**src/rtl/recent_id_duplicate_filter_defines.svh**
```systemverilog
// Assertion macros shared by the recent ID duplicate filter RTL.
// Expects clk_i, and rst_ni for RIDF_ASSERT, in the scope of every use.
`ifndef RECENT_ID_DUPLICATE_FILTER_DEFINES_SVH
`define RECENT_ID_DUPLICATE_FILTER_DEFINES_SVH

// checked while out of reset
`define RIDF_ASSERT(lbl, prop, msg) \
  lbl: assert property (@(posedge clk_i) disable iff (!rst_ni) (prop)) else $error(msg);

// checked on every edge, reset included
`define RIDF_ASSERT_ALWAYS(lbl, prop, msg) \
  lbl: assert property (@(posedge clk_i) (prop)) else $error(msg);

`endif

```
**src/rtl/rifd_pkg.sv**
```systemverilog
// Shared types and constants of the recent ID duplicate filter.
// No dependencies.
package rifd_pkg;

  localparam int unsigned EVENT_ID_W = 32;
  localparam int unsigned WLEN_W     = 9;
  localparam logic [WLEN_W-1:0] WLEN_RESET = 9'd256;

  // fan-in of one level of the registered match reduction
  localparam int unsigned RED_GROUP = 16;

  typedef struct packed {
    logic shift;  // take neighbor's entry
    logic flush;  // drop all entries
  } rifd_cell_ctl_t;

endpackage

```
**src/rtl/rifd_cell.sv**
```systemverilog
// One window cell: holds one identifier, shifts it to the next cell on insert,
// and registers whether it matches the current query. Uses rifd_pkg.
module rifd_cell #(
  parameter int unsigned ID_BITS = 32
) (
  input  logic                  clk_i,
  input  logic                  rst_ni,
  input  rifd_pkg::rifd_cell_ctl_t ctl_i,
  input  logic                  in_win_i,
  input  logic [ID_BITS-1:0]    query_i,
  input  logic [ID_BITS-1:0]    prev_id_i,
  input  logic                  prev_valid_i,
  output logic [ID_BITS-1:0]    id_o,
  output logic                  valid_o,
  output logic                  hit_o
);
  import rifd_pkg::*;

  logic [ID_BITS-1:0] id_q;
  logic               valid_q;
  logic               hit_q;

  always_ff @(posedge clk_i or negedge rst_ni) begin
    if (!rst_ni) begin
      valid_q <= 1'b0;
    end else if (ctl_i.flush) begin
      valid_q <= 1'b0;
    end else if (ctl_i.shift) begin
      valid_q <= prev_valid_i && in_win_i;
    end
  end

  always_ff @(posedge clk_i) begin
    if (ctl_i.shift) begin
      id_q <= prev_id_i;
    end
    hit_q <= valid_q && (id_q == query_i);
  end

  assign id_o    = id_q;
  assign valid_o = valid_q;
  assign hit_o   = hit_q;

endmodule

```
**config.mk**
```make
export PLATFORM = sky130hd
export DESIGN_NAME = rifd_cell
export DESIGN_NICKNAME = d
export VERILOG_FILES = /design/src/rtl/recent_id_duplicate_filter_defines.svh /design/src/rtl/rifd_pkg.sv /design/src/rtl/rifd_cell.sv
export SDC_FILE = /design/constraint.sdc
export NUM_CORES = 1
export LEC_CHECK = 0
export BUFFER_PORTS_ARGS = -buffer_cell sky130_fd_sc_hd__buf_2
export CAP_MARGIN = 0
export CORE_MARGIN = 5
export CORE_UTILIZATION = 42
export DETAILED_ROUTE_END_ITERATION = 8
export PLACE_DENSITY = 0.94
export SLEW_MARGIN = 15
export SYNTH_ARGS = -nofsm -noshare
export SYNTH_HDL_FRONTEND = slang
export SYNTH_SLANG_ARGS = --single-unit
```
**constraint.sdc**
```tcl
create_clock -name clk_i -period 2.3 [get_ports clk_i]
set_clock_uncertainty 0.1 [all_clocks]
set_input_delay 0.23 -clock clk_i [delete_from_list [all_inputs] [get_ports clk_i]]
set_output_delay 0.23 -clock clk_i [all_outputs]
set_load 0.02 [all_outputs]
```
==> metrics.yaml <==
route:
  vias_per_cell: 4.733
  num_vias: 1278
  drtAntennaViolNets: 0
  wl_per_cell_um: 17.39
  wirelength_um: 4694
  drcViolationCount: 0
  first_iter_violations: 48
  drt-pass1-iter-count: 4
synthesis:
  syn_avg_cell_area_um2: 17.01
  synth_top_area_frac: 0.6975
  yosys-top-cells-area: "edfxtp_1 70%, xor2_1 20%, nor4_1 3.2%"
  ys_seq_elements: 34
  syn_area_um2: 1378
  yosysTopAreaCell: "edfxtp_1"
  ys_warn_count: 0
  ys_types: 12
  synth_fp_nets: 151
  yosysSeqAreaShare: 0.7302
  postSynthCellCount: 81
cells_and_area:
  fin_area_um2: 2342
  area_delta_synth_final_pct: 70.03
  final_common_cell: "buf_2"
  insertedDiodeCount: 0
  fillers: 212
  drive_gt1_frac: 0.4912
  fin_nets: 295
  layout_common_cells: "103 x buf_2, 34 x dlygate4sd3_1, 32 x edfxtp_1"
setup_path:
  worstSetupPathType: "register to register"
  critPathCaptureType: "register"
  cp_slowest_cell: "edfxtp_1"
  cp_num_buf_inv: 0
  start_kind: "register"
  cp_max_fo: 2
  worst_ep_arrival_time_ns: 1.72
  worstPathCellList: "xor2_1, nor4_1, nand4_1, nor3_2"
  reg2reg_slack_ns: 0.74
  cp_slowest_stage_delay_ns: 0.44
  crit_family: "simple AND/OR/NAND/NOR gates"
  crit_required_ns: 2.46
cts:
  cts_resized: 0
  cts_buffers: 5
  clk_latency_ns: 0.33
  cts.sinks: 34
  cts_root_buffer: "clkbuf_4"
  htreeDepth: 2
  max-clock-path-buffers: 2
  postCtsSetupBuffers: 0
  tritoncts: "done"
  clkTransAtPathRegs_ns: 0.11
sta:
  grt_setup_unrepaired: "false"
  fin_setup_tns_ns: 0
  drv_slew: 0
  tightest_slew_ns: 0.7106
  hold_viol: 0
  fmax_mhz: 640.2
  setup_viol_count_final: 0
  finalCritPeriodShare: 0.6792
  relSlewSlack: 0.5263
  fin_crit_ns: 1.562
power_and_ir_drop:
  p_sw_uw: 380.1
  powerDensity_nw_per_um2: 582.6
  pwr-share-clk: 0.227
  ir_drop_uv: 352.1
  p_int_uw: 984.6
  seq_power_share: 0.559
  p_leak_uw: 0.001057
  switching_share: 0.2785
  power_frac_comb: 0.213
placed_design:
  port_buffers: 103
  placed_cell_area_um2: 1948
  dpl.hpwl_um: 3099
  gp_congestion: 0.8055
status:
  outcome: "finished clean"
min_path:
  hp-class: "input pin to register"
floorplanning:
  fp.coreArea_um2: 3103
  io_pins: 104
  die_x_um: 67.27
  die_h_um: 67.27
  die_area_um2: 4525
  start_util: 0.4440
  rows: 20
global_routing:
  grt_pass1_vias: 1381
  grt_usage: 0.2144
  overflow: 0
  grt_max_degree: 35
  grt_pass1_wl_um: 6817
  antenna_found_initial: 0
run:
  maxCapViolCount: 0
flip-flops by register name (all words and copies together), names as in the netlist:
register	count
hit_o	1
id_o	32
valid_o	1
synth_stat cells (all sizes together):
library cell and count:
a21oi 1, dfrtp 1, dfxtp 1, edfxtp 32
nand2b 1, nand3 3, nand4 1, nor3 2
nor4 7, xnor2 1, xor2 31
path summary, 6_finish.rpt:
kind / startpoint / endpoint / cells past startpoint
worst max-delay path: id_o[3]$_DFFE_PP_ / hit_o$_DFF_P_ / 4
worst min-delay path: prev_valid_i / valid_o$_DFFE_PN0P_ / 3
worst max register to register: id_o[3]$_DFFE_PP_ / hit_o$_DFF_P_ / 4
worst min register to register: valid_o$_DFFE_PN0P_ / valid_o$_DFFE_PN0P_ / 2
max in group asynchronous: rst_ni / valid_o$_DFFE_PN0P_ / 2
min in group asynchronous: rst_ni / valid_o$_DFFE_PN0P_ / 2
kinds of logic after synthesis:
kind of cell | after synthesis | share of synthesized area
AO/OA/AOI/OAI | 1 | 0.003630
XOR/XNOR | 32 | 0.2035
flip-flops | 34 | 0.7302
AND/OR/NAND/NOR | 14 | 0.06267
layout make-up:
class | count | area, um2 | area share
well taps | 44 | 55.05 | 0.02350
clock inverters | 3 | 16.27 | 0.006944
clock buffers | 5 | 37.54 | 0.01603
multi-input cells | 47 | 371.6 | 0.1587
repair buffers | 137 | 855.8 | 0.3654
flip-flops and latches | 34 | 1006 | 0.4295
power by group through the flow:
stage          sequential, uW  clock (uW)  combinational, uW
6_report                  763         310                291
5_1_grt                   768         349                311
4_1_cts                   761         319                283
3_5_place_dp              775           0                236
3_3_place_gp              771           0                228
2_1_floorplan             832           0               49.1
layer usage:
metal | part of all wire | global-route usage | up-vias
li1 | - | - | 588
met1 | 0.34 | 0.2050 | 582
met2 | 0.52 | 0.3975 | 88
met3 | 0.11 | 0.07488 | 20
met4 | 0.039 | 0.1139 | 0
met5 | 0 | 0 | -
worst reg2reg max path: stages, from the launching register on:
cell      delay [ns]
edfxtp_1        0.44
xor2_1          0.18
nor4_1          0.38
nand4_1         0.19
nor3_2          0.21
through the flow:
stage	std cells	worst slack, ns	hold WS, ns	power (uW)	util
floorplan	81	0.9155	-0.1656	880.9	-
global placement	228	0.9084	-0.09543	999.0	0.6278
detailed placement	228	0.8319	-0.08995	1011	0.6278
CTS	270	0.8184	0.04424	1362	0.7548
global route	270	0.6918	0.06930	1427	0.7548
finish	270	0.7379	0.06715	1365	0.7548
what timing repair did:
action	4_1_cts	5_1_grt
hold buffers	34	0
setup endpoints to repair	0	0
endpoints found under the hold margin	34	0
(Power assumes the default switching activity.)
