$ cat config.mk
export PLATFORM = sky130hd
export DESIGN_NAME = rifd_or_tree
export DESIGN_NICKNAME = d
export VERILOG_FILES = /design/src/rtl/recent_id_duplicate_filter_defines.svh /design/src/rtl/rifd_pkg.sv /design/src/rtl/rifd_or_tree.sv
export SDC_FILE = /design/constraint.sdc
export NUM_CORES = 1
export LEC_CHECK = 0
export BUFFER_PORTS_ARGS = -buffer_cell sky130_fd_sc_hd__buf_4
export CELL_PAD_IN_SITES_DETAIL_PLACEMENT = 0
export CELL_PAD_IN_SITES_GLOBAL_PLACEMENT = 1
export CORE_MARGIN = 5
export CORE_UTILIZATION = 10
export DETAILED_ROUTE_END_ITERATION = 8
export GPL_TIMING_DRIVEN = 0
export MAX_ROUTING_LAYER = met4
export PLACE_DENSITY = 0.85
export SLEW_MARGIN = 20
export SYNTH_ARGS = -nofsm -noshare
export SYNTH_HDL_FRONTEND = slang
export SYNTH_SLANG_ARGS = --single-unit
$ cat constraint.sdc
create_clock -name clk_i -period 1.48 [get_ports clk_i]
set_clock_uncertainty 0.1 [all_clocks]
set_input_delay 0.296 -clock clk_i [delete_from_list [all_inputs] [get_ports clk_i]]
set_output_delay 0.296 -clock clk_i [all_outputs]
set_load 0.01 [all_outputs]
$ cat src/rtl/recent_id_duplicate_filter_defines.svh
// Assertion macros shared by the recent ID duplicate filter RTL.
// Expects clk_i, and rst_ni for RIDF_ASSERT, in the scope of every use.
`ifndef RECENT_ID_DUPLICATE_FILTER_DEFINES_SVH
`define RECENT_ID_DUPLICATE_FILTER_DEFINES_SVH

// checked while out of reset
`define RIDF_ASSERT(lbl, prop, msg) \
  lbl: assert property (@(posedge clk_i) disable iff (!rst_ni) (prop)) else $error(msg);

// checked on every edge, reset included
`define RIDF_ASSERT_ALWAYS(lbl, prop, msg) \
  lbl: assert property (@(posedge clk_i) (prop)) else $error(msg);

`endif

$ cat src/rtl/rifd_pkg.sv
// Shared types and constants of the recent ID duplicate filter.
// No dependencies.
package rifd_pkg;

  localparam int unsigned EVENT_ID_W = 32;
  localparam int unsigned WLEN_W     = 9;
  localparam logic [WLEN_W-1:0] WLEN_RESET = 9'd256;

  // fan-in of one level of the registered match reduction
  localparam int unsigned RED_GROUP = 16;

  typedef struct packed {
    logic shift;  // take neighbor's entry
    logic flush;  // drop all entries
  } rifd_cell_ctl_t;

endpackage

$ cat src/rtl/rifd_or_tree.sv
// Two registered OR levels that fold the per-cell hit bits into one hit flag.
// Uses rifd_pkg for the group fan-in.
module rifd_or_tree #(
  parameter int unsigned N = 256
) (
  input  logic         clk_i,
  input  logic [N-1:0] hits_i,
  output logic         hit_o
);
  import rifd_pkg::*;

  localparam int unsigned G1  = (N + RED_GROUP - 1) / RED_GROUP;
  localparam int unsigned G2  = (G1 + RED_GROUP - 1) / RED_GROUP;
  localparam int unsigned PW1 = G1 * RED_GROUP;
  localparam int unsigned PW2 = G2 * RED_GROUP;

  logic [PW1-1:0] pad1;
  logic [PW2-1:0] pad2;
  logic [G1-1:0]  l1_q;
  logic [G2-1:0]  l2_q;

  assign pad1 = PW1'(hits_i);
  assign pad2 = PW2'(l1_q);

  always_ff @(posedge clk_i) begin
    for (int g = 0; g < G1; g++) begin
      l1_q[g] <= |pad1[g*RED_GROUP +: RED_GROUP];
    end
    for (int g = 0; g < G2; g++) begin
      l2_q[g] <= |pad2[g*RED_GROUP +: RED_GROUP];
    end
  end

  assign hit_o = |l2_q;

endmodule

==> out/metrics.cfg, run 1 <==
[run_status]
status=finished clean

[flow_run]
drv_cap=0

[clock_tree]
clkTransAtPathRegs_ns=0.07
cts_setup_buffers=0
clkLatencyLatePin_ns=0.25
cts_buffers=3
ctsHoldBuffers=0
clockRootBuffer=clkbuf_8
ctsLongestPathBuffers=2
htree_levels=1
cts_sinks=17
cts_tree=built
cts_resized=0

[floorplan]
die_h_um=103
die_w_um=103
rows=34
die_area_sq_um=10700
coreArea_sq_um=8590
start_util=0.101
io_pins=258

[grt]
use_met2=0.216
met3_usage=0.0288
overflow=0
grt_pass1_wl_mm=9.50
grt.busiest_layer=met2
gr-usage-met1=0.133
grt_pass1_vias=2113
track_usage=0.118
antenna_found_initial=0
grt_max_degree=10

[place]
dp_cells=467
post-place-ws_ns=0.255
port_buffers=257
place_congestion=0.840
placed_area_sq_um=2940
hpwl_mm=6.56

[yosys]
ys_seq_area_frac=0.390
syn-instance-count=102
yosysUniqueCellTypes=3
avgSynthCellArea_sq_um=8.55
synth_top_area_cell=nor4_1
ys_ff_latch=17
synth_top_area_share=0.488
yosys_warnings=0
synthTopCellsByArea=nor4_1 (49%), dfxtp_1 (39%), nand4_1 (12%)
syn_area_sq_um=872
synth_nets=359

[timing]
finalSetupViolCount=0
timing.hold.ws_ns=0.142
fin_crit_ns=1.16
rsz0062_at_grt=false
setup_ws_ns=0.315
slew_violations=0
setup_tns_ns=0
hold_violations=0
max_clock_freq_mhz=859
post-route-period-util=0.787
tightest_slew_ns=0.509
relSlewSlack=0.658

[critical_path]
crit_slowest_cell=nor4_1
rr_worst_depth=2
reg2reg_from=l1_q[1]
crit_family=simple AND/OR/NAND/NOR gates
critPathKind=register to register
worstPathCellList=nor4_1 -> nand4_1
crit_arrival_ns=1.18
endpoint_kind=register
slowest_delay_ns=0.49
r2r_end=hit_o
worst-path-buf-inv=0
startpoint_type=register
worst-r2r-setup-slack_ns=0.32
worstPathRequired_ns=1.49
worstPathMaxFanout=1

[final_layout]
area_delta_synth_final_pct=242
layout_common_cells=buf_4 (257), nor4_1 (68), nand4_1 (17), dfxtp_1 (17), clkbuf_8 (3)
nets=621
layout_commonest_cell=buf_4
instances_no_fill=471
final_util=0.347
drive_above_1_share=0.716
num-fill-cells=903
num_antenna_cells=0
stdcell_area_sq_um=2980

[detailed_routing]
wl_per_cell_um=14.7
antenna_left=0
drc=0
routed_wl_mm=6.93
drt_iter0_markers=18
viasPerCell=4.17
firstDrtPassIters=4
vias=1966

[pwr]
power.leakage_nw=1.43
totalPowerFinal_mw=1.36
irDropWorstVdd_uv=275
powerDensity_nw_per_um2=456

[worst_hold_path]
min_path_type=input pin to register
worstHoldStart=hits_i[2]
hold_path_end=l1_q[0]
whs_path_depth=3

## synthesized netlist by cell type
cell type	instances
nand4_1	17
nor4_1	68
dfxtp_1	17
## metal layers
metal | wire [um] | vias up
met3 | 652 | 2
met1 | 2470 | 856
li1 | - | 997
met5 | 0 | -
met2 | 3780 | 111
met4 | 34 | 0
## flip-flops by register name (all words and copies together) (netlist names)
register and flops:
hit_o 1, l1_q 16
## report_power, final
group | internal (mW) | switching, mW
combinational | 0.440 | 0.118
clock | 0.191 | 0.152
sequential | 0.457 | 0.00000303
## final cells by class
class	instances	area, sq um	area share
clock buffers	4	45.0	0.0151
multi-input cells	85	532	0.178
flip-flops and latches	17	340	0.114
well taps	108	135	0.0453
repair buffers	257	1930	0.647
## cells by family (layout without fill, tap and decap cells)
family        count (synthesis)  count (layout)  synth area share
buf+inv                       0             261                 0
flops                        17              17             0.390
simple gates                 85              85             0.610
## worst max-delay path by stage
stage / start / to / slack [ns] / depth (start not counted)
floorplan: hits_i[6] / l1_q[0] / 0.61 / 2
global placement: hits_i[121] / l1_q[7] / 0.24 / 3
detailed placement: l1_q[2] / hit_o / 0.25 / 2
CTS: l1_q[2] / hit_o / 0.24 / 2
global route: l1_q[2] / hit_o / 0.17 / 2
finish: l1_q[1] / hit_o / 0.32 / 2
## worst reg2reg max path, delay by kind of cell, from the launching register on
family	cells	cell delay, ns
flip-flops	1	0.31
AND/OR/NAND/NOR	2	0.63
(Power assumes the default switching activity.)
==> inputs of run 2 (changes only) <==
==> constraint.sdc (replaced) <==
create_clock -name clk_i -period 1.2 [get_ports clk_i]
set_clock_uncertainty 0.1 [all_clocks]
set_input_delay 0.24 -clock clk_i [delete_from_list [all_inputs] [get_ports clk_i]]
set_output_delay 0.24 -clock clk_i [all_outputs]
set_load 0.01 [all_outputs]
==> run 2 against run 1 <==
Setup slack lost 0.16 ns. Worst hold slack lost 0.056 ns. Critical path depth is the same. Critical endpoint unchanged. Cell count stayed put. Largest cell class unchanged. Count of clock-buffer cells in the layout stayed put.
==> out/metrics.cfg, run 2 (synthesized netlist as in run 1, its figures left out) <==
[critical_path]
crit_family=simple AND/OR/NAND/NOR gates
worstPathRequired_ns=1.22
crit_arrival_ns=1.06
worstPathCellList=nor4_2 -> nand4_1
crit_slowest_cell=nor4_2
slowest_delay_ns=0.37
endpoint_kind=register
worst-path-buf-inv=0
critPathKind=register to register
startpoint_type=register
worstPathMaxFanout=1

[pwr]
pwr-share-seq=0.337
combPwrFrac=0.411
power_frac_clock=0.252
power.leakage_nw=1.43
p_sw_frac=0.199
p_int_mw=1.34
irDropWorstVdd_uv=338
powerDensity_nw_per_um2=559
switching_power_mw=0.333

[grt]
grt_max_degree=10
use_met2=0.216
track_usage=0.118
antenna_found_initial=0
gr-usage-met1=0.132
overflow=0
met3_usage=0.0288
grt_pass1_wl_mm=9.50
grt_pass1_vias=2113
grt.busiest_layer=met2

[clock_tree]
clockRootBuffer=clkbuf_8
cts_sinks=17
cts_buffers=3
ctsLongestPathBuffers=2
clkLatencyLatePin_ns=0.25
htree_levels=1
cts_tree=built
ctsHoldBuffers=0
cts_setup_buffers=0
cts_resized=1
clkTransAtPathRegs_ns=0.07

[detailed_routing]
viasPerCell=4.17
vias=1966
firstDrtPassIters=4
routed_wl_mm=6.94
drc=0
drt_iter0_markers=17
wl_per_cell_um=14.7
antenna_left=0

[place]
placed_area_sq_um=2940
port_buffers=257
place_congestion=0.840
hpwl_mm=6.56

[floorplan]
io_pins=258
start_util=0.101
die_w_um=103
die_area_sq_um=10700
die_h_um=103
rows=34
coreArea_sq_um=8590

[final_layout]
drive_above_1_share=0.722
stdcell_area_sq_um=2990
layout_commonest_cell=buf_4
num_antenna_cells=0
nets=621
layout_common_cells=buf_4 (257), nor4_1 (66), nand4_1 (17), dfxtp_1 (17), clkbuf_8 (3)
largest-register=l1_q
largest_reg_flops=16
area_delta_synth_final_pct=243

[timing]
max_clock_freq_mhz=961
tightest_slew_ns=0.394
post-route-period-util=0.867
finalSetupViolCount=0
relSlewSlack=0.735
slew_violations=0
timing.hold.ws_ns=0.0859
rsz0062_at_grt=false
fin_crit_ns=1.04
hold_violations=0

[run_status]
status=finished clean

[flow_run]
drv_cap=0

[worst_hold_path]
min_path_type=input pin to register

[run 2: cell counts in the layout (fill, tap and decap cells not counted)]
Identical to the previous run, type by type.
[run 2: final timing paths]
check / end / cells after the start / slack, ns / start
worst max-delay path: hit_o / 2 / 0.16 / l1_q[1]
worst min-delay path: l1_q[0] / 3 / 0.09 / hits_i[2]
worst max register to register: hit_o / 2 / 0.16 / l1_q[1]
worst min register to register: hit_o / 2 / 0.34 / l1_q[11]
[run 2: layout make-up]
cell class,count,area (sq um)
fill,900,5600
timing repair buffer,257,1930
multi-input combinational,85,544
sequential,17,340
tap,108,135
clock buffer,4,45.0
[run 2: routing by layer]
metal / part of all wire / vias up
met2: 0.54 / 111
met4: 0.0049 / 0
li1: - / 997
met5: 0 / -
met3: 0.094 / 2
met1: 0.36 / 856
[run 2: power groups by stage]
stage / clock (mW) / combinational, mW / sequential (mW)
2_1_floorplan: 0 / 0.0390 / 0.577
3_3_place_gp: 0 / 0.679 / 0.577
6_report: 0.423 / 0.688 / 0.564
4_1_cts: 0.459 / 0.692 / 0.564
5_1_grt: 0.487 / 0.737 / 0.563
3_5_place_dp: 0 / 0.690 / 0.577
[run 2: per-stage QoR]
stage               TNS, ns  cells  power (mW)   util  worst slack [ns]
floorplan                 0    102       0.616      -             0.342
global placement    -0.0242    467        1.26  0.342           -0.0242
detailed placement  -0.0254    467        1.27  0.342           -0.0254
CTS                       0    471        1.71  0.348          0.000799
global route              0    471        1.79  0.348            0.0528
finish                    0    471        1.68  0.348             0.160
[run 2: worst reg2reg max path, cell delays in order, from the launching register on]
cell	delay, ns
dfxtp_1	0.31
nor4_2	0.37
nand4_1	0.12
==> inputs of run 3 (changes only) <==
--- a/config.mk
+++ b/config.mk
@@ -8,6 +8,7 @@
 export BUFFER_PORTS_ARGS = -buffer_cell sky130_fd_sc_hd__buf_4
 export CELL_PAD_IN_SITES_DETAIL_PLACEMENT = 0
 export CELL_PAD_IN_SITES_GLOBAL_PLACEMENT = 1
+export CORE_ASPECT_RATIO = 0.75
 export CORE_MARGIN = 5
 export CORE_UTILIZATION = 10
 export DETAILED_ROUTE_END_ITERATION = 8
==> run 3 against run 2 <==
Sequential power hardly changed. First-iteration DRC count is 47% higher. Register-to-register slack worse by 0.03 ns. Sequential share of layout area is 0.10 points lower. Global-route usage is 1.2 points higher. Clock power is 55% higher. Sequential cell count stayed put. Fmax is 2.4% lower. Highest routed layer unchanged. Largest power group unchanged.
==> out/metrics.cfg, run 3 (synthesized netlist as in run 1, its figures left out) <==
[run_status]
status=finished clean

[critical_path]
worst-path-buf-inv=0
worstPathMaxFanout=1
rr_worst_depth=2
crit_slowest_cell=nor4_1
slowest_delay_ns=0.41
r2r_end=hit_o
crit_family=simple AND/OR/NAND/NOR gates
startpoint_type=register
crit_arrival_ns=1.08
worstPathRequired_ns=1.21
worst-r2r-setup-slack_ns=0.13
endpoint_kind=register
critPathKind=register to register
worstPathCellList=nor4_1 -> nand4_1
reg2reg_from=l1_q[2]

[pwr]
powerDensity_nw_per_um2=632
totalPowerFinal_mw=1.91
pwr-share-seq=0.296
combPwrFrac=0.361
power.leakage_nw=1.44
power_frac_clock=0.343
switching_power_mw=0.351
irDropWorstVdd_uv=577
p_int_mw=1.56
p_sw_frac=0.184

[clock_tree]
htree_levels=1
ctsLongestPathBuffers=2
cts_sinks=17
cts_tree=built
cts_buffers=3
clkLatencyLatePin_ns=0.24
clkTransAtPathRegs_ns=0.05
cts_setup_buffers=0
clockRootBuffer=clkbuf_16

[timing]
hold_violations=0
fin_crit_ns=1.07
post-route-period-util=0.888
max_clock_freq_mhz=938
tightest_slew_ns=0.407
timing.hold.ws_ns=0.0925
rsz0062_at_grt=false
slew_violations=0
relSlewSlack=0.726
setup_tns_ns=0
finalSetupViolCount=0

[detailed_routing]
firstDrtPassIters=4
wl_met3_um=600
drt_iter0_markers=25
wl_per_cell_um=15.8
routed-wl-met2_mm=3.99
antenna_left=0
routed_wl_mm=7.42
drc=0
viasPerCell=4.23
top_layer_used=met4
drt-met1-wl_mm=2.74
vias=1990

[grt]
track_usage=0.130
grt_pass1_vias=2310
grt_max_degree=10
overflow=0
antenna_found_initial=0
grt_pass1_wl_mm=11.1

[floorplan]
die_area_sq_um=10700
coreArea_sq_um=8490
start_util=0.103
rows=29
io_pins=258
die_w_um=118
die_h_um=90.9

[final_layout]
num_antenna_cells=0
layout_commonest_cell=buf_4
layout_common_cells=buf_4 (257), nor4_1 (67), nand4_1 (17), dfxtp_1 (17), clkbuf_16 (3)
drive_above_1_share=0.719
num-fill-cells=885
largest_reg_flops=16
area_delta_synth_final_pct=246
nets=621
largest-register=l1_q

[place]
hpwl_mm=7.02
port_buffers=257
place_congestion=0.840

[flow_run]
drv_cap=0

[worst_hold_path]
worstHoldStart=hits_i[78]
whs_path_depth=3
hold_path_end=l1_q[4]
min_path_type=input pin to register

==> run 3: repair_timing <==
item,CTS,global route
hold buffers,0,0
resized for setup,1,0
endpoints found under the setup margin,1,0
==> run 3: layout make-up <==
| class | instances | area, sq um | area share |
|---|---|---|---|
| well taps | 108 | 135 | 0.0447 |
| repair buffers | 257 | 1930 | 0.639 |
| flip-flops and latches | 17 | 340 | 0.113 |
| clock buffers | 4 | 78.8 | 0.0261 |
| multi-input cells | 85 | 538 | 0.178 |
==> run 3: stage by stage <==
step	util	setup slack [ns]	area, sq um	cells
global route	0.356	0.0107	3020	471
floorplan	-	0.342	872	102
global placement	0.346	-0.0272	2940	467
finish	0.356	0.134	3020	471
CTS	0.356	0.0439	3020	471
detailed placement	0.346	-0.0353	2940	467
==> run 3: metal layers <==
metal	up-vias	GRT usage
li1	999	-
met1	872	0.139
met2	111	0.238
met3	8	0.0394
met4	0	0.0239
met5	-	-
==> run 3: how the worst max path moves through the flow <==
stage	slack, ns	cells after the start	startpoint	end
6_report	0.13	2	l1_q[2]	hit_o
5_1_grt	0.01	2	l1_q[2]	hit_o
3_3_place_gp	-0.03	2	l1_q[9]	hit_o
3_5_place_dp	-0.04	2	l1_q[9]	hit_o
2_1_floorplan	0.34	2	l1_q[2]	hit_o
4_1_cts	0.04	2	l1_q[2]	hit_o
==> run 3: power by group through the flow <==
stage          sequential, mW  clock [mW]  combinational [mW]
2_1_floorplan           0.577           0              0.0390
3_3_place_gp            0.577           0               0.677
3_5_place_dp            0.577           0               0.693
4_1_cts                 0.565       0.689               0.694
5_1_grt                 0.564       0.712               0.739
6_report                0.565       0.654               0.690
==> run 3: worst reg2reg max path, cell delays in order, from the launching register on <==
cell and delay (ns):
dfxtp_1 0.29, nor4_1 0.41, nand4_1 0.13
